==> config.mk <==
export PLATFORM = sky130hd
export DESIGN_NAME = int_to_decimal_ascii_unit
export DESIGN_NICKNAME = d
export VERILOG_FILES = /design/src/sv/itda_pkg.sv /design/src/sv/itda_datapath.sv /design/src/sv/itda_controller.sv /design/src/sv/int_to_decimal_ascii_unit.sv
export SDC_FILE = /design/constraint.sdc
export NUM_CORES = 1
export LEC_CHECK = 0
export BUFFER_PORTS_ARGS = -buffer_cell sky130_fd_sc_hd__buf_4
export CAP_MARGIN = 15
export CORE_MARGIN = 3
export CORE_UTILIZATION = 50
export CTS_BUF_LIST = sky130_fd_sc_hd__clkbuf_16
export DETAILED_ROUTE_END_ITERATION = 16
export PLACE_DENSITY_LB_ADDON = 0.15
export SKIP_LAST_GASP = 1
export SLEW_MARGIN = 5
export SYNTH_ARGS = -nofsm -noshare
export SYNTH_HDL_FRONTEND = slang
export SYNTH_SLANG_ARGS = --single-unit
==> constraint.sdc <==
create_clock -name clock -period 9.15 [get_ports clock]
set_input_delay 0 -clock clock [delete_from_list [all_inputs] [get_ports clock]]
set_output_delay 0 -clock clock [all_outputs]
set_load 0.01 [all_outputs]
==> src/sv/itda_pkg.sv <==
// Shared types, constants and the double-dabble step for the integer-to-ASCII unit.
// No dependencies; used by the controller, the datapath and the top level.

package itda_pkg;

   localparam int ValueWidth  = 32;
   localparam int CharWidth   = 8;
   localparam int NumDigits   = 10;
   localparam int DigitWidth  = 4;
   localparam int IdxWidth    = $clog2(NumDigits);
   localparam int BitsPerStep = 4;
   localparam int ConvSteps   = ValueWidth / BitsPerStep;
   localparam int StepWidth   = $clog2(ConvSteps);

   localparam logic [CharWidth-1:0] CharZero  = 8'd48;
   localparam logic [CharWidth-1:0] CharMinus = 8'd45;

   typedef logic [NumDigits-1:0][DigitWidth-1:0] bcd_type;

   // Controller to datapath.
   typedef struct packed {
      logic load;       // capture the input and form its magnitude
      logic step;       // shift BitsPerStep magnitude bits into the BCD register
      logic lead;       // point the digit index at the leading nonzero digit
      logic advance;    // move to the next lower digit
      logic emit_sign;  // present '-' instead of a digit
   } cmd_type;

   // Datapath to controller.
   typedef struct packed {
      logic neg;
      logic idx_zero;
   } status_type;

   // One double-dabble bit: add 3 to every digit of 5 or more, then shift in bit_in.
   function automatic bcd_type dabble_bit(input bcd_type bcd, input logic bit_in);
      bcd_type adj;
      adj = bcd;
      for (int i = 0; i < NumDigits; i++) begin
         if (bcd[i] >= 4'd5) begin
            adj[i] = bcd[i] + 4'd3;
         end
      end
      return bcd_type'({adj, bit_in});
   endfunction

endpackage

==> src/sv/itda_datapath.sv <==
// Datapath of the integer-to-ASCII unit: magnitude, BCD conversion and digit select.
// Depends on itda_pkg.

module itda_datapath (
   input  logic                            clock,
   input  itda_pkg::cmd_type               cmd,
   input  logic [itda_pkg::ValueWidth-1:0] value,
   output itda_pkg::status_type            status,
   output logic [itda_pkg::CharWidth-1:0]  ch,
   output logic                            last
);

   logic [itda_pkg::ValueWidth-1:0] bin_ff, bin_in;
   itda_pkg::bcd_type               bcd_ff, bcd_in;
   logic                            neg_ff, neg_in;
   logic [itda_pkg::IdxWidth-1:0]   idx_ff, idx_in;
   logic [itda_pkg::IdxWidth-1:0]   lead_idx;
   itda_pkg::bcd_type               bcd_step;

   // Four chained dabble bits, MSB of the remaining magnitude first.
   always_comb begin
      bcd_step = bcd_ff;
      for (int b = 0; b < itda_pkg::BitsPerStep; b++) begin
         bcd_step = itda_pkg::dabble_bit(bcd_step, bin_ff[itda_pkg::ValueWidth-1-b]);
      end
   end

   // Highest nonzero digit; zero maps to the units digit.
   always_comb begin
      lead_idx = '0;
      for (int i = 0; i < itda_pkg::NumDigits; i++) begin
         if (bcd_ff[i] != '0) begin
            lead_idx = itda_pkg::IdxWidth'(i);
         end
      end
   end

   always_comb begin
      bin_in = bin_ff;
      bcd_in = bcd_ff;
      neg_in = neg_ff;
      idx_in = idx_ff;
      if (cmd.load) begin
         neg_in = value[itda_pkg::ValueWidth-1];
         bin_in = value[itda_pkg::ValueWidth-1] ? (~value + 1'b1) : value;
         bcd_in = '0;
      end
      if (cmd.step) begin
         bcd_in = bcd_step;
         bin_in = bin_ff << itda_pkg::BitsPerStep;
      end
      if (cmd.lead) begin
         idx_in = lead_idx;
      end
      if (cmd.advance) begin
         idx_in = idx_ff - 1'b1;
      end
   end

   always_ff @(posedge clock) begin
      bin_ff <= bin_in;
      bcd_ff <= bcd_in;
      neg_ff <= neg_in;
      idx_ff <= idx_in;
   end

   assign status.neg      = neg_ff;
   assign status.idx_zero = (idx_ff == '0);

   assign ch   = cmd.emit_sign ? itda_pkg::CharMinus
                               : itda_pkg::CharZero + itda_pkg::CharWidth'(bcd_ff[idx_ff]);
   assign last = !cmd.emit_sign && (idx_ff == '0);

endmodule

==> src/sv/itda_controller.sv <==
// Sequencing state machine of the integer-to-ASCII unit.
// Depends on itda_pkg; drives the datapath through cmd_type and reads status_type.

module itda_controller (
   input  logic                  clock,
   input  logic                  reset,
   input  logic                  req_tvalid,
   output logic                  req_tready,
   output logic                  rsp_tvalid,
   input  logic                  rsp_tready,
   input  itda_pkg::status_type  status,
   output itda_pkg::cmd_type     cmd
);

   typedef enum logic [4:0] {
      StIdle   = 5'b00001,
      StConv   = 5'b00010,
      StLead   = 5'b00100,
      StSign   = 5'b01000,
      StDigits = 5'b10000
   } state_type;

   state_type                      state_ff, state_in;
   logic [itda_pkg::StepWidth-1:0] step_ff, step_in;
   logic                           req_xfer;
   logic                           rsp_xfer;

   assign req_tready = (state_ff == StIdle);
   assign rsp_tvalid = (state_ff == StSign) || (state_ff == StDigits);
   assign req_xfer   = req_tvalid && req_tready;
   assign rsp_xfer   = rsp_tvalid && rsp_tready;

   always_comb begin
      state_in      = state_ff;
      step_in       = step_ff;
      cmd           = '0;
      cmd.emit_sign = (state_ff == StSign);
      unique case (state_ff)
         StIdle: begin
            if (req_xfer) begin
               cmd.load = 1'b1;
               step_in  = '0;
               state_in = StConv;
            end
         end
         StConv: begin
            cmd.step = 1'b1;
            step_in  = step_ff + 1'b1;
            if (step_ff == itda_pkg::StepWidth'(itda_pkg::ConvSteps - 1)) begin
               state_in = StLead;
            end
         end
         StLead: begin
            cmd.lead = 1'b1;
            state_in = status.neg ? StSign : StDigits;
         end
         StSign: begin
            if (rsp_xfer) begin
               state_in = StDigits;
            end
         end
         StDigits: begin
            if (rsp_xfer) begin
               if (status.idx_zero) begin
                  state_in = StIdle;
               end else begin
                  cmd.advance = 1'b1;
               end
            end
         end
         default: begin
            state_in = StIdle;
         end
      endcase
   end

   always_ff @(posedge clock) begin
      if (reset) begin
         state_ff <= StIdle;
         step_ff  <= '0;
      end else begin
         state_ff <= state_in;
         step_ff  <= step_in;
      end
   end

   a_no_overlap: assert property (@(posedge clock) disable iff (reset)
      !(req_tready && rsp_tvalid))
      else $error("input accepted while a character is pending");

   a_accept_converts: assert property (@(posedge clock) disable iff (reset)
      req_xfer |=> (state_ff == StConv) && (step_ff == '0))
      else $error("accepted item did not start conversion");

   a_last_frees: assert property (@(posedge clock) disable iff (reset)
      (state_ff == StDigits) && rsp_xfer && status.idx_zero |=> req_tready)
      else $error("unit not idle after the final character");

   a_conv_length: assert property (@(posedge clock) disable iff (reset)
      (state_ff == StLead) |-> $past(state_ff) == StConv)
      else $error("leading digit search without conversion");

endmodule

==> src/sv/int_to_decimal_ascii_unit.sv <==
// Signed 32-bit integer to decimal ASCII, one character per transfer, MSB first.
// The first character is valid once the conversion is done: 8 conversion steps of
// 4 bits each through the double-dabble unit, then the leading-digit search.
// N = 1..11 characters, one character a cycle unless the sink stalls; next input waits.
// Reset: synchronous, active high; returns the controller to idle, drops any pending text.
// Depends on itda_pkg, itda_controller and itda_datapath.

module int_to_decimal_ascii_unit (
   input  logic        clock,
   input  logic        reset,
   input  logic        req_tvalid,
   output logic        req_tready,
   input  logic [31:0] req_tdata,   // [31:0] value (signed)
   output logic        rsp_tvalid,
   input  logic        rsp_tready,
   output logic [7:0]  rsp_tdata,   // [7:0] ch
   output logic        rsp_tlast    // last character of this number
);

   itda_pkg::cmd_type    cmd;
   itda_pkg::status_type status;

   // Controller: accepts one number, runs the conversion steps, then walks the
   // characters out, holding each until its transfer completes.
   itda_controller u_ctrl (
      .clock      (clock),
      .reset      (reset),
      .req_tvalid (req_tvalid),
      .req_tready (req_tready),
      .rsp_tvalid (rsp_tvalid),
      .rsp_tready (rsp_tready),
      .status     (status),
      .cmd        (cmd)
   );

   // Datapath: magnitude register, BCD register and digit index. The character
   // comes straight from registered state, so it holds while the sink stalls.
   itda_datapath u_dp (
      .clock  (clock),
      .cmd    (cmd),
      .value  (req_tdata),
      .status (status),
      .ch     (rsp_tdata),
      .last   (rsp_tlast)
   );

endmodule
==> flow_summary.ini <==
[drt]
antenna_left = 0
drc = 0
post_drt_wl_per_cell_um = 15.6
drt_iter0_drc = 625
routed_wl_um = 20700
drtPass1Iterations = 5
via_per_inst = 6.07
vias = 8090

[finish]
fin_util_pct = 56.9
syn_to_final_growth_pct = 9.61
antenna_cells = 0
finalNetCount = 1188
drive_gt1_share_pct = 11.7
final_area_um2 = 9600
n_fill_cell = 1543

[setup_path]
critPathKind = flip-flop to flip-flop
crit_fanout = 7
cp_common_cell = inv_1
critPathCaptureType = flip-flop
crit_slowest_cell = edfxtp_1
critPathLaunchType = flip-flop
crit_required_ns = 9.35
path_cells = inv_1, ha_1, nor2b_1, o21ai_0, nor2_1, inv_1, ha_1, inv_1, o21ai_0, a211oi_1, o22ai_1, nand2_1, xor2_1, inv_1, ha_1, nand2b_1, a2111o_1, o21ai_0
cpPeakStageDelay_ns = 0.47
worstPathArrival_ns = 4.19

[global_routing]
grt_pass1_vias = 7185
antenna_found_initial = 1
grt_overflow = 0
track_usage_pct = 21.1
grt_start_max_net_pins = 48
grt_pass1_wl_um = 34400

[floorplanning]
core_area_um2 = 16900
die_height_um = 138
io-pin-count = 47
start_util_pct = 51.9
fp-row-count = 47
die-width_um = 138
dieArea_um2 = 19100

[synthesis]
ys_types = 75
syn_avg_cell_area_um2 = 8.07
ys_seq_area_share_pct = 27.8
synth_top_cell_area_share_pct = 25.0
synth_seq_cells = 85
netlist_top_cells_area = edfxtp_1 (25%), o21ai_0 (6.4%), ha_1 (6.3%), nand2_1 (5.4%), a21oi_1 (5.2%)
syn-instance-count = 1086
syn-cell-area_um2 = 8760
synth_edf_count = 73
yosys_most_used_dff = edfxtp_1
synth_warnings = 0
synthArstFlopShare_pct = 0
synth_top_cell_by_area = edfxtp_1
yosysMostFrequentCell = nand2_1
synth_common_cells = nand2_1 (125), o21ai_0 (112), a21oi_1 (91), edfxtp_1 (73), nor2_1 (69)

[run]
drv_cap = 0

[timing]
setup_viol = 0
final.period_utilization_pct = 43.6
fin_ws_ns = 5.16
rsz0062_at_grt = false
slew-limit-headroom_pct = 48.4
hold_viol = 0
finalMaxSlewViolations = 0
final.setup.tns_ns = 0
layout_min_cycle_time_ns = 3.99
skew_ns = 0.0122
tightestPinTransition_ns = 0.774
fmax_ghz = 0.250

[min_path]
hold_path_class = primary input to flip-flop

[clocking]
cts_tree = yes
ctsRootBufferMaster = clkbuf_16
clk_pin_slew_ns = 0.07
clock_tree.buffer_depth = 2
cts_setup_buffers = 0
htree_levels = 3
holdBufCountCts = 6
clk_latency_ns = 0.35
post_cts_resized = 0
numCtsBuffers = 9
cts_num_sinks = 85

[placed_design]
port-buffer-count = 43
dpl.hpwl_um = 15300
gp_congestion = 0.861
place_area_um2 = 9240
place_ws_ns = 5.25

[pwr]
p_leak_nw = 3.71
ir_worst_vdd_uv = 145
powerDensity_nw_per_um2 = 280

[outcome]
status = complete, no violations
## placed cells by master (no fill, tap or decap), drive strengths merged, types with 13 or more instances in the layout
cell / count
nand2: 125
o21ai: 116
a21oi: 92
edfxtp: 73
nor2: 69
inv: 57
buf: 50
ha: 44
mux2i: 33
xor2: 32
a211oi: 30
nand3: 25
nor3: 22
nand2b: 21
xnor2: 19
or3: 18
a31oi: 17
or2: 16
nor3b: 15
mux2: 15
and2: 13
o211ai: 13
## layer usage
layer,up-vias,wire [µm],global-route usage (%)
met4,2,503,7.64
met3,33,836,2.62
met2,173,9220,33.0
li1,4124,-,-
met1,3758,10200,30.2
met5,-,13,0
## critical path: cells and delay by family (launching register included)
family | cells | cell delay, ns
xor gates and xnor gates | 1 | 0.33
buffers and inverters | 4 | 0.29
adders and majority gates | 3 | 0.60
AOI/OAI and AO/OA | 6 | 1.42
DFF | 1 | 0.47
and+or+nand+nor | 4 | 0.71
## cell type report
class / count / area [µm²] / area share, %
multi-input cells: 901 / 5950 / 61.9
flip-flops and latches: 85 / 2430 / 25.3
inverters: 55 / 206 / 2.15
well taps: 220 / 275 / 2.87
clock buffers: 9 / 225 / 2.34
repair buffers: 56 / 435 / 4.53
clock inverters: 7 / 81.3 / 0.847
## state kept, by name, indices dropped and copies added, names as in the netlist
| name | cells |
|---|---|
| u_dp.bin_ff | 32 |
| u_ctrl.state_ff | 5 |
| u_ctrl.step_ff | 3 |
| u_dp.neg_ff | 1 |
| u_dp.bcd_ff | 40 |
| u_dp.idx_ff | 4 |
## metrics by stage
step | hold WS, ns | std cells | power, mW
6_report | 0.0410 | 1333 | 2.69
5_1_grt | 0.0431 | 1333 | 2.95
4_1_cts | 0.0209 | 1333 | 2.69
3_5_place_dp | 0.230 | 1311 | 2.29
3_3_place_gp | 0.225 | 1311 | 2.26
2_1_floorplan | 0.0691 | 1087 | 1.96
## power breakdown
part           switching (mW)  internal [mW]
clock network           0.166          0.215
logic                    1.03          0.695
registers              0.0752          0.506
total                    1.28           1.42
## worst paths after layout
path                                                    start                             to  slack, ns  cells after the start
worst min register to register    u_dp.bin_ff[2]$_SDFFE_PP0P_    u_dp.bin_ff[2]$_SDFFE_PP0P_       0.47                      2
worst max register to register  u_dp.bcd_ff[32]$_SDFFCE_PN0P_  u_dp.bcd_ff[37]$_SDFFCE_PN0P_       5.16                     18
worst min-delay path                             req_tdata[7]       u_dp.bin_ff[7]$_DFFE_PP_       0.04                      3
worst max-delay path            u_dp.bcd_ff[32]$_SDFFCE_PN0P_  u_dp.bcd_ff[37]$_SDFFCE_PN0P_       5.16                     18
## logic make-up after synthesis
group | count (synthesis) | share of synthesized area (%)
AOI/OAI and AO/OA | 386 | 28.1
and+or+nand+nor | 361 | 20.4
buffers and inverters | 101 | 4.48
DFF | 85 | 27.8
muxes | 56 | 7.75
xor gates and xnor gates | 51 | 5.10
adders and majority gates | 44 | 6.28
other | 2 | 0.0857
(Power assumes the default switching activity.)
